`config.mk`:
```
export PLATFORM = sky130hd
export DESIGN_NAME = needle_solenoid_sequencer_core
export DESIGN_NICKNAME = d
export VERILOG_FILES = /design/src/rtl/nss_pkg.sv /design/src/rtl/needle_solenoid_sequencer_core.sv
export SDC_FILE = /design/constraint.sdc
export NUM_CORES = 1
export LEC_CHECK = 0
export ABC_AREA = 1
export ABC_CLOCK_PERIOD_IN_PS = 4900
export BUFFER_PORTS_ARGS = -buffer_cell sky130_fd_sc_hd__buf_2
export CAP_MARGIN = 40
export CORE_MARGIN = 5
export CORE_UTILIZATION = 45
export DETAILED_ROUTE_END_ITERATION = 7
export SYNTH_ARGS = -nofsm -noshare
export SYNTH_HDL_FRONTEND = slang
export SYNTH_SLANG_ARGS = --single-unit
export TNS_END_PERCENT = 20
```
`constraint.sdc`:
```
create_clock -name i_clk -period 4.9 [get_ports i_clk]
set_input_delay 0.245 -clock i_clk [delete_from_list [all_inputs] [get_ports i_clk]]
set_output_delay 0.245 -clock i_clk [all_outputs]
set_load 0.05 [all_outputs]
```
`src/rtl/nss_pkg.sv`:
```
// Package: types and constants shared by the needle solenoid sequencer.
package nss_pkg;

    // Signed pixel width: covers store reach, window margins and carriage offsets.
    localparam int PIX_W = 10;

    localparam logic signed [PIX_W-1:0] LEFT_MARGIN  = 10'sd12;
    localparam logic signed [PIX_W-1:0] RIGHT_MARGIN = 10'sd12;
    localparam logic signed [PIX_W-1:0] RIGHT_END    = 10'sd255;

    // Carriage offsets in needle steps
    localparam logic signed [PIX_W-1:0] OFF_RIGHT_G   = 10'sd8;
    localparam logic signed [PIX_W-1:0] OFF_RIGHT_STD = 10'sd40;
    localparam logic signed [PIX_W-1:0] OFF_LEFT_G    = 10'sd32;
    localparam logic signed [PIX_W-1:0] OFF_LEFT_STD  = 10'sd16;
    localparam logic signed [PIX_W-1:0] ADJ_RIGHT_L   = 10'sd8;
    localparam logic signed [PIX_W-1:0] ADJ_LEFT_L    = 10'sd16;

    localparam logic [7:0] LINE_COUNTER_RESET = 8'd255;

    typedef enum logic [1:0] {
        MODE_INIT    = 2'd0,
        MODE_READY   = 2'd1,
        MODE_OPERATE = 2'd2,
        MODE_TEST    = 2'd3
    } t_mode;

    typedef enum logic [2:0] {
        OP_POSITION   = 3'd0,
        OP_START_JOB  = 3'd1,
        OP_START_TEST = 3'd2,
        OP_LINE       = 3'd3,
        OP_LAST_LINE  = 3'd4,
        OP_WRITE_BYTE = 3'd5
    } t_opcode;

    localparam logic [1:0] TRAVEL_LEFT  = 2'd0;
    localparam logic [1:0] TRAVEL_RIGHT = 2'd1;

    localparam logic [1:0] HALL_LEFT = 2'd1;

    localparam logic [1:0] KIND_L = 2'd1;
    localparam logic [1:0] KIND_G = 2'd2;

    localparam logic [1:0] CFG_FIRST_NEEDLE = 2'd0;
    localparam logic [1:0] CFG_LAST_NEEDLE  = 2'd1;
    localparam logic [1:0] CFG_REPORT_MOVE  = 2'd2;

    typedef struct packed {
        logic       accepted;
        logic       solenoid_write;
        logic [3:0] solenoid_index;
        logic       solenoid_level;
        logic       release_all;
        logic       line_request;
        logic [7:0] requested_line;
        logic       report_state;
        logic       report_initial;
        t_mode      machine_state;
        logic       work_finished;
    } t_result;

endpackage

```
`src/rtl/needle_solenoid_sequencer_core.sv`:
```
// Top level: needle solenoid sequencer core with input and result registers.
//
// Usage
//   Input channel (i_valid / o_ready) carries one event or host command per
//   transfer: carriage position events, start job, start test, line
//   delivered, last line and bitmap byte writes. Every transfer produces
//   exactly one result on the output channel (o_valid / i_ready) carrying
//   the solenoid action, line request, report flags and the machine state.
//   After an input transfer the item sits in the input register while the
//   decode settles, and the result register takes it once that register is
//   empty or being drained; o_valid then rises and the result can transfer.
//   Throughput is one item per cycle; the input register refills while a
//   finished result waits, and the stage only holds when the result register
//   is full and the receiver does not take it.
//   When the receiver stalls, hold the result and the queued item; o_ready
//   drops only once both stages are occupied.
//   Configuration writes (i_cfg_we) take effect at once and are expected
//   only while the pipeline is empty.
//   Synchronous reset returns the sequencer to init, line counter to 255,
//   clears the line flags and empties both stages. The bitmap store is not
//   cleared; bytes must be written before a pixel reads them.
module needle_solenoid_sequencer_core
    import nss_pkg::*;
#(
    parameter int NEEDLE_COUNT = 200
) (
    input  logic       i_clk,
    input  logic       i_rst_n,
    // configuration
    input  logic       i_cfg_we,
    input  logic [1:0] i_cfg_index,
    input  logic [7:0] i_cfg_data,
    // input channel
    input  logic       i_valid,
    output logic       o_ready,
    input  logic [2:0] i_opcode,
    input  logic [7:0] i_position,
    input  logic [1:0] i_travel,
    input  logic [1:0] i_hall_side,
    input  logic       i_belt_shifted,
    input  logic [1:0] i_carriage_kind,
    input  logic [7:0] i_line_number,
    input  logic [4:0] i_byte_index,
    input  logic [7:0] i_byte_value,
    // result channel
    output logic       o_valid,
    input  logic       i_ready,
    output logic       o_accepted,
    output logic       o_solenoid_write,
    output logic [3:0] o_solenoid_index,
    output logic       o_solenoid_level,
    output logic       o_release_all,
    output logic       o_line_request,
    output logic [7:0] o_requested_line,
    output logic       o_report_state,
    output logic       o_report_initial,
    output logic [1:0] o_machine_state,
    output logic       o_work_finished
);

    localparam int STORE_BYTES = (NEEDLE_COUNT + 7) / 8;
    localparam int IDX_W       = (STORE_BYTES > 1) ? $clog2(STORE_BYTES) : 1;
    localparam logic [5:0] STORE_BYTES_W = 6'(STORE_BYTES);
    localparam logic signed [PIX_W-1:0] STORE_PIX = PIX_W'(STORE_BYTES * 8);
    localparam logic [8:0] NEEDLE_COUNT_W = 9'(NEEDLE_COUNT);

    // Configuration registers
    logic [7:0] r_first_needle;
    logic [7:0] r_last_needle;
    logic       r_report_move;

    // Sequencer state
    t_mode      r_mode,         n_mode;
    logic [7:0] r_op_prev,      n_op_prev;
    logic [7:0] r_test_prev,    n_test_prev;
    logic [7:0] r_line_counter, n_line_counter;
    logic       r_awaiting,     n_awaiting;
    logic       r_final,        n_final;
    logic       r_touched,      n_touched;

    logic [7:0] r_store [STORE_BYTES];

    // Input register
    logic       r_in_valid;
    logic [2:0] r_opcode;
    logic [7:0] r_position;
    logic [1:0] r_travel;
    logic [1:0] r_hall_side;
    logic       r_belt_shifted;
    logic [1:0] r_carriage_kind;
    logic [7:0] r_line_number;
    logic [4:0] r_byte_index;
    logic [7:0] r_byte_value;

    // Result register
    logic    r_out_valid;
    t_result r_out, n_out;

    logic w_adv;
    logic w_take;

    assign w_adv   = r_in_valid && (!r_out_valid || i_ready);
    assign o_ready = !r_in_valid || w_adv;
    assign w_take  = i_valid && o_ready;

    // Configuration port
    always_ff @(posedge i_clk) begin
        if (!i_rst_n) begin
            r_first_needle <= '0;
            r_last_needle  <= '0;
            r_report_move  <= 1'b0;
        end else if (i_cfg_we) begin
            unique case (i_cfg_index)
                CFG_FIRST_NEEDLE: r_first_needle <= i_cfg_data;
                CFG_LAST_NEEDLE:  r_last_needle  <= i_cfg_data;
                CFG_REPORT_MOVE:  r_report_move  <= i_cfg_data[0];
                default: ;
            endcase
        end
    end

    // Input register: refill whenever the held item moves on
    always_ff @(posedge i_clk) begin
        if (!i_rst_n) begin
            r_in_valid <= 1'b0;
        end else if (o_ready) begin
            r_in_valid <= i_valid;
        end
    end

    always_ff @(posedge i_clk) begin
        if (w_take) begin
            r_opcode        <= i_opcode;
            r_position      <= i_position;
            r_travel        <= i_travel;
            r_hall_side     <= i_hall_side;
            r_belt_shifted  <= i_belt_shifted;
            r_carriage_kind <= i_carriage_kind;
            r_line_number   <= i_line_number;
            r_byte_index    <= i_byte_index;
            r_byte_value    <= i_byte_value;
        end
    end

    // Carriage position to pixel and solenoid
    logic                    w_loc_ok;
    logic signed [PIX_W-1:0] w_pos_s;
    logic signed [PIX_W-1:0] w_off;
    logic signed [PIX_W-1:0] w_pixel;
    logic [3:0]              w_sol;
    logic [3:0]              w_sol_shift;
    logic signed [PIX_W-1:0] w_first_s;
    logic signed [PIX_W-1:0] w_last_s;
    logic                    w_in_margin;
    logic                    w_in_window;
    logic                    w_in_store;
    logic [IDX_W-1:0]        w_byte_sel;
    logic [7:0]              w_byte;
    logic                    w_level;
    logic                    w_wr_ok;

    assign w_pos_s     = signed'({2'b00, r_position});
    assign w_sol_shift = {~r_position[3], r_position[2:0]};

    always_comb begin
        w_loc_ok = 1'b0;
        w_off    = '0;
        w_pixel  = '0;
        w_sol    = '0;
        if (r_travel == TRAVEL_RIGHT) begin
            w_off    = (r_carriage_kind == KIND_G) ? OFF_RIGHT_G : OFF_RIGHT_STD;
            w_loc_ok = (w_pos_s >= w_off);
            w_pixel  = w_pos_s - w_off;
            if (r_carriage_kind == KIND_L) begin
                w_pixel = w_pixel + ADJ_RIGHT_L;
            end
            w_sol = r_belt_shifted ? w_sol_shift : r_position[3:0];
        end else if (r_travel == TRAVEL_LEFT) begin
            w_off    = (r_carriage_kind == KIND_G) ? OFF_LEFT_G : OFF_LEFT_STD;
            w_loc_ok = (w_pos_s <= (RIGHT_END - w_off));
            w_pixel  = w_pos_s - w_off;
            if (r_carriage_kind == KIND_L) begin
                w_pixel = w_pixel - ADJ_LEFT_L;
            end
            w_sol = r_belt_shifted ? r_position[3:0] : w_sol_shift;
        end
    end

    assign w_first_s   = signed'({2'b00, r_first_needle});
    assign w_last_s    = signed'({2'b00, r_last_needle});
    assign w_in_margin = (w_pixel >= (w_first_s - LEFT_MARGIN)) &&
                         (w_pixel <= (w_last_s + RIGHT_MARGIN));
    assign w_in_window = (w_pixel >= w_first_s) && (w_pixel <= w_last_s);
    assign w_in_store  = (w_pixel >= 0) && (w_pixel < STORE_PIX);
    assign w_byte_sel  = w_pixel[3 +: IDX_W];
    assign w_byte      = r_store[w_byte_sel];
    // Pixels outside the store read as released
    assign w_level     = w_in_store ? w_byte[w_pixel[2:0]] : 1'b1;
    assign w_wr_ok     = ({1'b0, r_byte_index} < STORE_BYTES_W);

    // Next state and result
    always_comb begin
        n_mode         = r_mode;
        n_op_prev      = r_op_prev;
        n_test_prev    = r_test_prev;
        n_line_counter = r_line_counter;
        n_awaiting     = r_awaiting;
        n_final        = r_final;
        n_touched      = r_touched;
        n_out          = '0;

        case (r_opcode)
            OP_POSITION: begin
                unique case (r_mode)
                    MODE_INIT: begin
                        if (r_travel == TRAVEL_RIGHT && r_hall_side == HALL_LEFT) begin
                            n_mode               = MODE_READY;
                            n_out.release_all    = 1'b1;
                            n_out.report_state   = 1'b1;
                            n_out.report_initial = 1'b1;
                        end
                    end
                    MODE_OPERATE: begin
                        if (r_position != r_op_prev) begin
                            n_op_prev = r_position;
                            if (r_report_move) begin
                                n_out.report_state   = 1'b1;
                                n_out.report_initial = 1'b1;
                            end
                            if (w_loc_ok) begin
                                n_out.solenoid_write = 1'b1;
                                n_out.solenoid_index = w_sol;
                                if (w_in_margin) begin
                                    if (w_in_window) begin
                                        n_touched = 1'b1;
                                    end
                                    n_out.solenoid_level = w_level;
                                end else begin
                                    // Outside the needle window: release, then line handling
                                    n_out.solenoid_level = 1'b1;
                                    if (r_touched) begin
                                        n_touched = 1'b0;
                                        if (!r_awaiting && !r_final) begin
                                            n_line_counter       = r_line_counter + 8'd1;
                                            n_awaiting           = 1'b1;
                                            n_out.line_request   = 1'b1;
                                            n_out.requested_line = r_line_counter + 8'd1;
                                        end else if (r_final) begin
                                            n_mode              = MODE_READY;
                                            n_out.release_all   = 1'b1;
                                            n_out.work_finished = 1'b1;
                                        end
                                    end
                                end
                            end
                        end
                    end
                    MODE_TEST: begin
                        if (r_position != r_test_prev) begin
                            n_test_prev        = r_position;
                            n_out.report_state = 1'b1;
                        end
                    end
                    default: ;
                endcase
            end
            OP_START_JOB: begin
                if (r_mode == MODE_READY && ({1'b0, r_last_needle} < NEEDLE_COUNT_W) &&
                    (r_first_needle < r_last_needle)) begin
                    // Counter wraps from its reset value, so the first request is line 0
                    n_mode               = MODE_OPERATE;
                    n_line_counter       = LINE_COUNTER_RESET + 8'd1;
                    n_awaiting           = 1'b1;
                    n_final              = 1'b0;
                    n_touched            = 1'b0;
                    n_out.accepted       = 1'b1;
                    n_out.line_request   = 1'b1;
                    n_out.requested_line = LINE_COUNTER_RESET + 8'd1;
                end
            end
            OP_START_TEST: begin
                if (r_mode == MODE_INIT || r_mode == MODE_READY) begin
                    n_mode         = MODE_TEST;
                    n_out.accepted = 1'b1;
                end
            end
            OP_LINE: begin
                if (r_awaiting) begin
                    if (r_line_number == r_line_counter) begin
                        n_awaiting     = 1'b0;
                        n_out.accepted = 1'b1;
                    end else begin
                        n_out.line_request   = 1'b1;
                        n_out.requested_line = r_line_counter;
                    end
                end
            end
            OP_LAST_LINE: begin
                n_final = 1'b1;
            end
            default: ;
        endcase

        n_out.machine_state = n_mode;
    end

    // State register: advance only when the item moves into the result register
    always_ff @(posedge i_clk) begin
        if (!i_rst_n) begin
            r_mode         <= MODE_INIT;
            r_op_prev      <= '0;
            r_test_prev    <= '0;
            r_line_counter <= LINE_COUNTER_RESET;
            r_awaiting     <= 1'b0;
            r_final        <= 1'b0;
            r_touched      <= 1'b0;
        end else if (w_adv) begin
            r_mode         <= n_mode;
            r_op_prev      <= n_op_prev;
            r_test_prev    <= n_test_prev;
            r_line_counter <= n_line_counter;
            r_awaiting     <= n_awaiting;
            r_final        <= n_final;
            r_touched      <= n_touched;
        end
    end

    // Bitmap store, no reset
    always_ff @(posedge i_clk) begin
        if (w_adv && r_opcode == OP_WRITE_BYTE && w_wr_ok) begin
            r_store[r_byte_index[IDX_W-1:0]] <= r_byte_value;
        end
    end

    // Result register
    always_ff @(posedge i_clk) begin
        if (!i_rst_n) begin
            r_out_valid <= 1'b0;
        end else if (w_adv) begin
            r_out_valid <= 1'b1;
        end else if (i_ready) begin
            r_out_valid <= 1'b0;
        end
    end

    always_ff @(posedge i_clk) begin
        if (w_adv) begin
            r_out <= n_out;
        end
    end

    assign o_valid          = r_out_valid;
    assign o_accepted       = r_out.accepted;
    assign o_solenoid_write = r_out.solenoid_write;
    assign o_solenoid_index = r_out.solenoid_index;
    assign o_solenoid_level = r_out.solenoid_level;
    assign o_release_all    = r_out.release_all;
    assign o_line_request   = r_out.line_request;
    assign o_requested_line = r_out.requested_line;
    assign o_report_state   = r_out.report_state;
    assign o_report_initial = r_out.report_initial;
    assign o_machine_state  = r_out.machine_state;
    assign o_work_finished  = r_out.work_finished;

    // Solenoid fields carry nothing unless a solenoid is driven
    a_sol_idle: assert property (@(posedge i_clk) disable iff (!i_rst_n)
        (o_valid && !o_solenoid_write) |-> (o_solenoid_index == 4'd0 && !o_solenoid_level))
        else $error("solenoid fields set without solenoid write");

    // Finishing the job always returns to ready with all solenoids released
    a_finish_ready: assert property (@(posedge i_clk) disable iff (!i_rst_n)
        (o_valid && o_work_finished) |->
        (o_machine_state == MODE_READY && o_release_all && o_solenoid_write))
        else $error("work finished without return to ready");

    // An accepted start job requests line 0 and enters operate
    a_start_line0: assert property (@(posedge i_clk) disable iff (!i_rst_n)
        (o_valid && o_accepted && o_line_request) |->
        (o_requested_line == 8'd0 && o_machine_state == MODE_OPERATE))
        else $error("start job did not request line zero");

    // A request is outstanding after any line request enters the result register
    a_await_after_req: assert property (@(posedge i_clk) disable iff (!i_rst_n)
        (w_adv && n_out.line_request) |=> r_awaiting)
        else $error("line requested without outstanding flag");

endmodule

```
## Word-level counts from Yosys, hierarchy flattened

Memory sizes are Yosys's and may differ from the RTL's.
Index checks and enable logic that the tools add are counted.

- Bits in registers: 109
- Latch bits: 0
- RAM bits: 200
- Memory bits (read-only): 0
- Bits of input ports: 54
- Output and inout bits: 24
- Logic and storage cells: 203
- Memories: 1

Memories:

| memory | depth | bits a word | read ports | clocked after Yosys merged registers in | wr ports | line | text |
|---|---|---|---|---|---|---|---|
| r_store | 25 | 8 | 1 | 0 | 1 | needle_solenoid_sequencer_core.sv:81 | `logic [7:0] r_store [STORE_BYTES];` |

- Add/sub/neg operators: 8
- $mul: 0
- Divide/modulo/power cells: 0
- Order comparisons: 12
- Equal/unequal tests: 25
- Shift-type cells: 0
- Mux-type cells: 81
- Bitwise logic cells: 6
- Reduce and logical (&&, ||, !) cells: 38

Operators by type and width:

| kind | number |
|---|---|
| $mux W10 | 6 |
| $mux W8 | 7 |
| $mux W9 | 5 |
| $mux W1 | 32 |
| $pmux W9 S3 | 1 |
| $mux W2 | 11 |
| $ge A10 B9 Y1 | 2 |
| $reduce_and A9 Y1 | 2 |
| $sub A8 B6 Y9 | 2 |
| $mux W16 | 1 |
| $mux W4 | 4 |
| $ne A8 B8 Y1 | 2 |
| $pmux W8 S2 | 1 |
| $mux W12 | 1 |
| $mux W6 | 2 |
| $ne A2 B2 Y1 const B | 6 |
| $reduce_and A4 Y1 | 3 |
| $logic_and A1 B1 Y1 | 11 |
| $add A9 B5 Y10 const B | 1 |
| $eq A2 B1 Y1 const B | 5 |
| $ge A10 B1 Y1 const B | 1 |
| $le A10 B10 Y1 | 1 |
| $le A10 B9 Y1 | 1 |
| $lt A10 B9 Y1 const B | 1 |
| 34 further kinds | 61 |

## Depth between registers and ports, before layout

Gate-level depths: netlist of the first run.
An unclocked memory read counts as a cell.

- Depth in word-level cells: 16
- Depth in mapped cells: 29
- Depth with buffers taken out: 28

## Worst setup path after synthesis of the first run

No wires, ideal clock.

- Path type: register to register
- Start: register r_carriage_kind[1]
- End: register r_line_counter[2]
- Arrival time: 3979 ps
- Data required time: 4783 ps
- Setup slack: 804 ps
- Cell stages (with the launch flop): 30
- Buffers on the path: 1
- Cells stage by stage: edfxtp_1 > inv_1 > nor2_1 > inv_1 > ha_1 > fa_1 > ha_1 > nand2_1 > nand3_1 > nand2_1 > clkbuf_1 > ha_1 > nand2_1 > inv_1 > nand3b_1 > nor2_1 > nor2_1 > o21ai_0 > nand2_1 > nand2_1 > nand2_1 > nor2_1 > a21oi_1 > nand2_2 > nand2_2 > nand2_2 > nand3b_4 > nor2_4 > nand2_1 > nand2_1

- Cells in the longest elaborated chain, start to end: 11
- Elaborated cells between the ends (all ways): 23

Ends and longest elaborated chain:

| element | line | text |
|---|---|---|
| from (decl) | needle_solenoid_sequencer_core.sv:90 | `logic [1:0] r_carriage_kind;` |
| from (signal assigned) | needle_solenoid_sequencer_core.sv:138 | `r_carriage_kind <= i_carriage_kind;` |
| $eq A2 B2 Y1 | needle_solenoid_sequencer_core.sv:171, needle_solenoid_sequencer_core.sv:179 |  |
| $mux W6 | needle_solenoid_sequencer_core.sv:179 | `w_off = (r_carriage_kind == KIND_G) ? OFF_LEFT_G : OFF_LEFT_STD;` |
| $sub A8 B6 Y9 | needle_solenoid_sequencer_core.sv:181 | `w_pixel = w_pos_s - w_off;` |
| $sub A9 B6 Y10 | needle_solenoid_sequencer_core.sv:183 | `w_pixel = w_pixel - ADJ_LEFT_L;` |
| $mux W10 | needle_solenoid_sequencer_core.sv:182 | `if (r_carriage_kind == KIND_L) begin` |
| $mux W10 | needle_solenoid_sequencer_core.sv:178 | `end else if (r_travel == TRAVEL_LEFT) begin` |
| $mux W10 | needle_solenoid_sequencer_core.sv:170 | `if (r_travel == TRAVEL_RIGHT) begin` |
| $ge A10 B9 Y1 or $le A10 B10 Y1 (tied branches) | needle_solenoid_sequencer_core.sv:191, needle_solenoid_sequencer_core.sv:192 |  |
| $logic_and A1 B1 Y1 | needle_solenoid_sequencer_core.sv:191 | `assign w_in_margin = (w_pixel >= (w_first_s - LEFT_MARGIN)) &&` |
| $ne A2 B2 Y1 (no line) | - |  |
| $reduce_and A9 Y1 (no line) * | - |  |
| to (signal assigned) | needle_solenoid_sequencer_core.sv:321 | `r_line_counter <= n_line_counter;` |
| to (decl) | needle_solenoid_sequencer_core.sv:76 | `logic [7:0] r_line_counter, n_line_counter;` |

Mark *: on every way between the ends. The rest lies on a longest branch, timed or not.
A chain may end at the register's enable or synchronous reset.

==> flow_summary.toml, run 1 <==
[clocking]
cts_inserted_buffers = 35
clkLatencyLatePin_ns = 0.51
cts_tree = "built"
cts.sinks = 309
clk_path_buf_depth = 3
cts.root.buffer_cell = "clkbuf_16"
htreeDepth = 2
clk_pin_slew_ns = 0.06

[grt]
grt_pass1_vias = 10500
antenna_found_initial = 0
globalRouteTotalUtil_pct = 20.1
grt_pass1_wl_mm = 58.3
grt_use_met1_pct = 29.9
grt_util_met3_pct = 2.67
grtUsageMet2_pct = 31.2
grt_overflow_total = 0
top_usage_layer = "met2"
grt_max_degree = 71

[placed_design]
post-place-ws_ns = 0.555
place.gp.congestion = 0.858
hpwl_mm = 25.0
portBuffers = 77
dpl_cell_area_sq_um = 15800

[final_layout]
antenna_cells = 0
syn2layout_area_growth_pct = 17.5
register_area_sq_um = 8800
design_area_sq_um = 17400
nets = 1768
multi_input_area_sq_um = 5160
nFillCells = 2932
drive_gt1_share_pct = 10.9

[floorplan]
placement_rows = 66
ios = 78
floorplan.initialDensity_pct = 45.5
dieArea_sq_um = 36600
coreArea_sq_um = 32500
die_h_um = 191
die_x_um = 191

[sta]
max_slew_margin_pct = 39.8
max_slew.worst_pin.slew_ns = 0.903
hold_violations = 0
skew_ns = 0.00966
whs_ns = 0.0154
fmax_mhz = 226
slew_violations = 0
setup_ws_ns = 0.482
timing.setup.tns_ns = 0
setup_viol = 0
period_share_pct = 90.2
rsz0062_at_grt = "false"
min_period_ns = 4.42

[power_and_ir_drop]
p_int_w = 0.00481
p_comb_share_pct = 11.9
pwr-share-seq_pct = 45.9
p_sw_w = 0.00160
ir_drop_uv = 291
clkPwrFrac_pct = 42.2
swShare_pct = 25.0
leakagePower_nw = 7.10
p_per_area_nw_per_um2 = 369

[synth]
synth.avg_cell_area_sq_um = 9.62
synth_top_area_cell = "edfxtp_1"
synth_top_area_share_pct = 53.0
ys_warn_count = 0
syn_inst = 1539
synthDistinctLibCells = 47
yosysSeqAreaShare_pct = 59.5
synth_area_sq_um = 14800
synth-edff-count = 261
synth_commonest_cells = "nand2_1 (471), edfxtp_1 (261), inv_1 (140), nor2_1 (96), nand3_1 (95)"
synthTopCellsByArea = "edfxtp_1 (53%), nand2_1 (12%), dfxtp_1 (6.5%), ha_1 (4.1%), inv_1 (3.6%)"
synth_most_common_cell = "nand2_1"
synth-async-reset-ratio_pct = 0
syn_nets = 1643
ys.flop_type = "edfxtp_1"
ys_ff_latch = 309

[critical_path]
cp.arrival_ns = 4.65
startpoint_type = "flip-flop"
required_ns = 5.14
end_kind = "flip-flop"
crit_path_max_fanout = 13
crit_type = "reg -> reg"

[run_status]
status = "completed"

[route]
first_pass_iters = 5
vias = 10900
drc_errors = 0
initialDrtViolationCount = 1047
via_per_inst = 5.12
wl_per_cell_um = 17.2
routed_wl_mm = 36.6
ant_nets = 0

[worst_hold_path]
hp-class = "in -> reg"

[job]
cap_violations = 0
stage by stage:
| stage | util, % | instances | total power [W] |
|---|---|---|---|
| after floorplan | - | 1539 | 0.00349 |
| after global placement | 47.9 | 2018 | 0.00371 |
| after detailed placement | 48.5 | 2030 | 0.00373 |
| after CTS | 53.4 | 2133 | 0.00646 |
| after global routing | 53.4 | 2133 | 0.00668 |
| final | 53.4 | 2133 | 0.00641 |
worst max-delay path, stage by stage, from the launching register on:
cell      delay, ns
edfxtp_1       0.38
inv_1          0.07
nor2_1         0.25
inv_1          0.15
ha_1           0.26
fa_1           0.55
ha_1           0.16
nand2_1        0.07
xor2_1         0.18
a21oi_2        0.26
nand2_2        0.10
inv_2          0.22
ha_1           0.28
nand2_1        0.08
o21ai_0        0.09
nand2_1        0.06
nand2_1        0.04
nand2_1        0.05
nor2_1         0.04
a21oi_1        0.22
nand2_2        0.15
nand4_1        0.33
o21ai_0        0.15
flip-flops by register name, summed over array words and instances, names as in the netlist, 4 cells and up:
signal	flops
r_position	8
r_byte_value	8
r_line_number	8
r_line_counter	8
r_last_needle	8
o_requested_line	8
r_byte_index	5
r_test_prev	8
r_first_needle	8
r_op_prev	8
o_solenoid_index	4
r_store	200
cell type report:
type                       instances  area share [%]
multi-input combinational       1027            29.7
clock buffer                      48            5.79
sequential                       309            50.6
tap                              442            3.18
timing repair buffer             142            6.32
inverter                         149            3.23
clock inverter                    16            1.17
placed cells by master (no fill, tap or decap), types with 3 or more instances in the layout:
cell / count
nand3_1: 95
o21ai_0: 85
clkbuf_16: 36
edfxtp_1: 261
clkinvlp_4: 3
nor4_1: 3
clkinv_2: 4
buf_16: 5
buf_2: 77
nand4_1: 32
a31oi_1: 4
ha_1: 49
a21oi_1: 77
bufinv_16: 4
o211ai_1: 11
nand2_2: 6
nor2_4: 3
nand2_1: 471
inv_2: 7
inv_1: 139
dlygate4sd3_1: 39
xnor2_1: 19
clkbuf_8: 6
nand3b_1: 10
nor2_1: 96
clkinv_1: 4
nor3_1: 12
buf_4: 18
dfxtp_1: 48
xor2_1: 15
clkbuf_1: 6
o21ai_1: 17
repair_timing:
item	4_1_cts	5_1_grt
setup endpoints to repair	0	0
resized for setup	0	0
hold buffers	39	0
hold endpoints to repair	39	0
setup buffers	0	0
power groups by stage:
stage | registers [W] | clock network (W) | logic, W
2_1_floorplan | 0.00301 | 0 | 0.000476
3_3_place_gp | 0.00302 | 0 | 0.000689
3_5_place_dp | 0.00300 | 0 | 0.000735
4_1_cts | 0.00294 | 0.00275 | 0.000762
5_1_grt | 0.00295 | 0.00287 | 0.000856
6_report | 0.00294 | 0.00270 | 0.000763
kinds of logic (layout without fill, tap and decap cells):
family          Yosys count  count (layout)  synth area share [%]
fa+ha+maj                50              50                  4.28
compound gates          204             204                  7.38
flops                   309             309                  59.5
buf+inv                 203             355                  5.69
xor+xnor                 35              35                  2.12
simple gates            738             738                  21.1
worst paths after layout:
path / startpoint / end / slack (ns) / depth (start not counted)
max: r_carriage_kind[1] / o_requested_line[7] / 0.48 / 22
min: i_cfg_data[0] / r_first_needle[0] / 0.02 / 3
max reg2reg: r_carriage_kind[1] / o_requested_line[7] / 0.48 / 22
min reg2reg: r_report_move / r_report_move / 0.46 / 2
metal layers:
| layer | wire [um] | vias to the layer above |
|---|---|---|
| li1 | - | 5456 |
| met1 | 17700 | 5142 |
| met2 | 16300 | 265 |
| met3 | 1770 | 52 |
| met4 | 783 | 0 |
| met5 | 0 | - |
No activity file was read; power rests on OpenSTA's default activity.
==> run 2, diff against run 1 <==
--- a/config.mk
+++ b/config.mk
@@ -9,9 +9,10 @@
 export ABC_CLOCK_PERIOD_IN_PS = 4900
 export BUFFER_PORTS_ARGS = -buffer_cell sky130_fd_sc_hd__buf_2
 export CAP_MARGIN = 40
-export CORE_MARGIN = 5
+export CORE_MARGIN = 2
 export CORE_UTILIZATION = 45
 export DETAILED_ROUTE_END_ITERATION = 7
+export SKIP_CTS_REPAIR_TIMING = 1
 export SYNTH_ARGS = -nofsm -noshare
 export SYNTH_HDL_FRONTEND = slang
 export SYNTH_SLANG_ARGS = --single-unit
==> run 2 against run 1 <==
Net effect:
- wire length is 2.8% lower
- final cell count is 0.28% lower
- via count is 0.41% lower
- design area is 0.94% lower
- critical endpoint is now r_line_counter[6]
- register-to-register slack better by 0.03 ns
- largest cell class unchanged
- setup slack better by 0.033 ns
- hold slack worse by 0.00080 ns
- sequential cell count stayed put
- first-iteration DRC count is 1.4% lower
- utilization is 0.37 points lower
- sequential share of layout area is 0.48 points higher
==> flow_summary.toml, run 2 (same netlist as run 1, synthesis figures left out) <==
[final_layout]
nFillCells = 2873
syn2layout_area_growth_pct = 16.4
antenna_cells = 0
register_area_sq_um = 8800
post-route-util_pct = 53.1
nets = 1766
fin_cells = 2127
final_common_cell = "nand2_1"
drive_gt1_share_pct = 10.1
largest_reg_flops = 200
most-common-layout-cells = "nand2_1 (471), edfxtp_1 (261), inv_1 (139)"
multi_input_area_sq_um = 5160

[floorplan]
ios = 78
coreArea_sq_um = 32500
die_x_um = 185
floorplan.initialDensity_pct = 45.6
dieArea_sq_um = 34400
placement_rows = 66
die_h_um = 185

[sta]
min_period_ns = 4.39
skew_ns = 0.00996
fmax_mhz = 228
max_slew_margin_pct = 42.8
max_slew.worst_pin.slew_ns = 0.857
slew_violations = 0
period_share_pct = 89.5
rsz0062_at_grt = "false"
timing.setup.tns_ns = 0
setup_viol = 0
hold_violations = 0
whs_ns = 0.0146
setup_ws_ns = 0.515

[placed_design]
dp_cells = 2026
portBuffers = 77
post-place-ws_ns = 0.454
hpwl_mm = 23.5
place.gp.congestion = 0.858

[route]
drc_errors = 0
via_per_inst = 5.11
initialDrtViolationCount = 1032
vias = 10900
first_pass_iters = 5
ant_nets = 0
routed_wl_mm = 35.6
wl_per_cell_um = 16.7

[clocking]
clk_pin_slew_ns = 0.06
htreeDepth = 2
cts_tree = "built"
clkLatencyLatePin_ns = 0.52
cts_inserted_buffers = 35
cts.sinks = 309
cts.root.buffer_cell = "clkbuf_16"
clk_path_buf_depth = 3

[job]
cap_violations = 0

[critical_path]
startpoint_type = "flip-flop"
end_kind = "flip-flop"
crit_type = "reg -> reg"
r2r_setup_slack_ns = 0.51
crit_top_cell = "nand2_1"
crit_path_max_fanout = 10
required_ns = 5.30
cp.arrival_ns = 4.78
slowest_delay_ns = 0.50
worst_path_max_delay_cell = "fa_1"

[grt]
grt_max_degree = 108
globalRouteTotalUtil_pct = 21.1
grt_pass1_wl_mm = 56.2
grt_overflow_total = 0
grt_pass1_vias = 10200
antenna_found_initial = 0

[worst_hold_path]
hp-class = "in -> reg"

[power_and_ir_drop]
leakagePower_nw = 7.01
ir_drop_uv = 226
p_per_area_nw_per_um2 = 360

[run_status]
status = "completed"
run 2: cell count changes in the layout (fill, tap and decap cells not counted), moves of 2 or more:
cell / change
buf_16: -2
clkbuf_8: -4
bufinv_16: -2
clkinv_1: +6
clkinv_2: -3
run 2: critical path, delay by kind of cell, from the launching register on:
kind	cells	cell delay, ns
flops	1	0.39
fa+ha+maj	4	1.38
buf+inv	3	0.45
simple gates	16	1.68
compound gates	3	0.39
run 2: cell type report:
| cell class | count | share of cell area, % |
|---|---|---|
| sequential | 309 | 51.1 |
| multi-input combinational | 1027 | 30.0 |
| timing repair buffer | 140 | 6.10 |
| clock buffer | 45 | 5.54 |
| inverter | 149 | 3.26 |
| tap | 442 | 3.21 |
| clock inverter | 15 | 0.814 |
run 2: per-layer routing:
metal	vias up	global-route usage, %	routed length (um)
met3	48	2.95	2010
met5	-	0	0
met2	299	33.0	16300
li1	5454	-	-
met1	5069	31.0	16700
met4	0	4.89	609
run 2: stage by stage:
step | instance area [sq um] | power (W)
final | 17200 | 0.00620
after global routing | 17200 | 0.00645
after floorplan | 14800 | 0.00349
after detailed placement | 15700 | 0.00372
after global placement | 15600 | 0.00370
after CTS | 16800 | 0.00622
run 2: path summary, 6_finish.rpt:
path                 startpoint           endpoint  cells after the start
max reg2reg  r_carriage_kind[1]  r_line_counter[6]                     26
min                     i_valid         r_in_valid                      3
min reg2reg      r_test_prev[2]     r_test_prev[2]                      2
max          r_carriage_kind[1]  r_line_counter[6]                     26
run 2: power by group:
group | leakage, nW | internal, W | switching, W | total, W
clock | 0.525 | 0.00148 | 0.00102 | 0.00250
combinational | 3.72 | 0.000253 | 0.000504 | 0.000757
sequential | 2.77 | 0.00289 | 0.0000452 | 0.00294
total | 7.01 | 0.00463 | 0.00157 | 0.00620
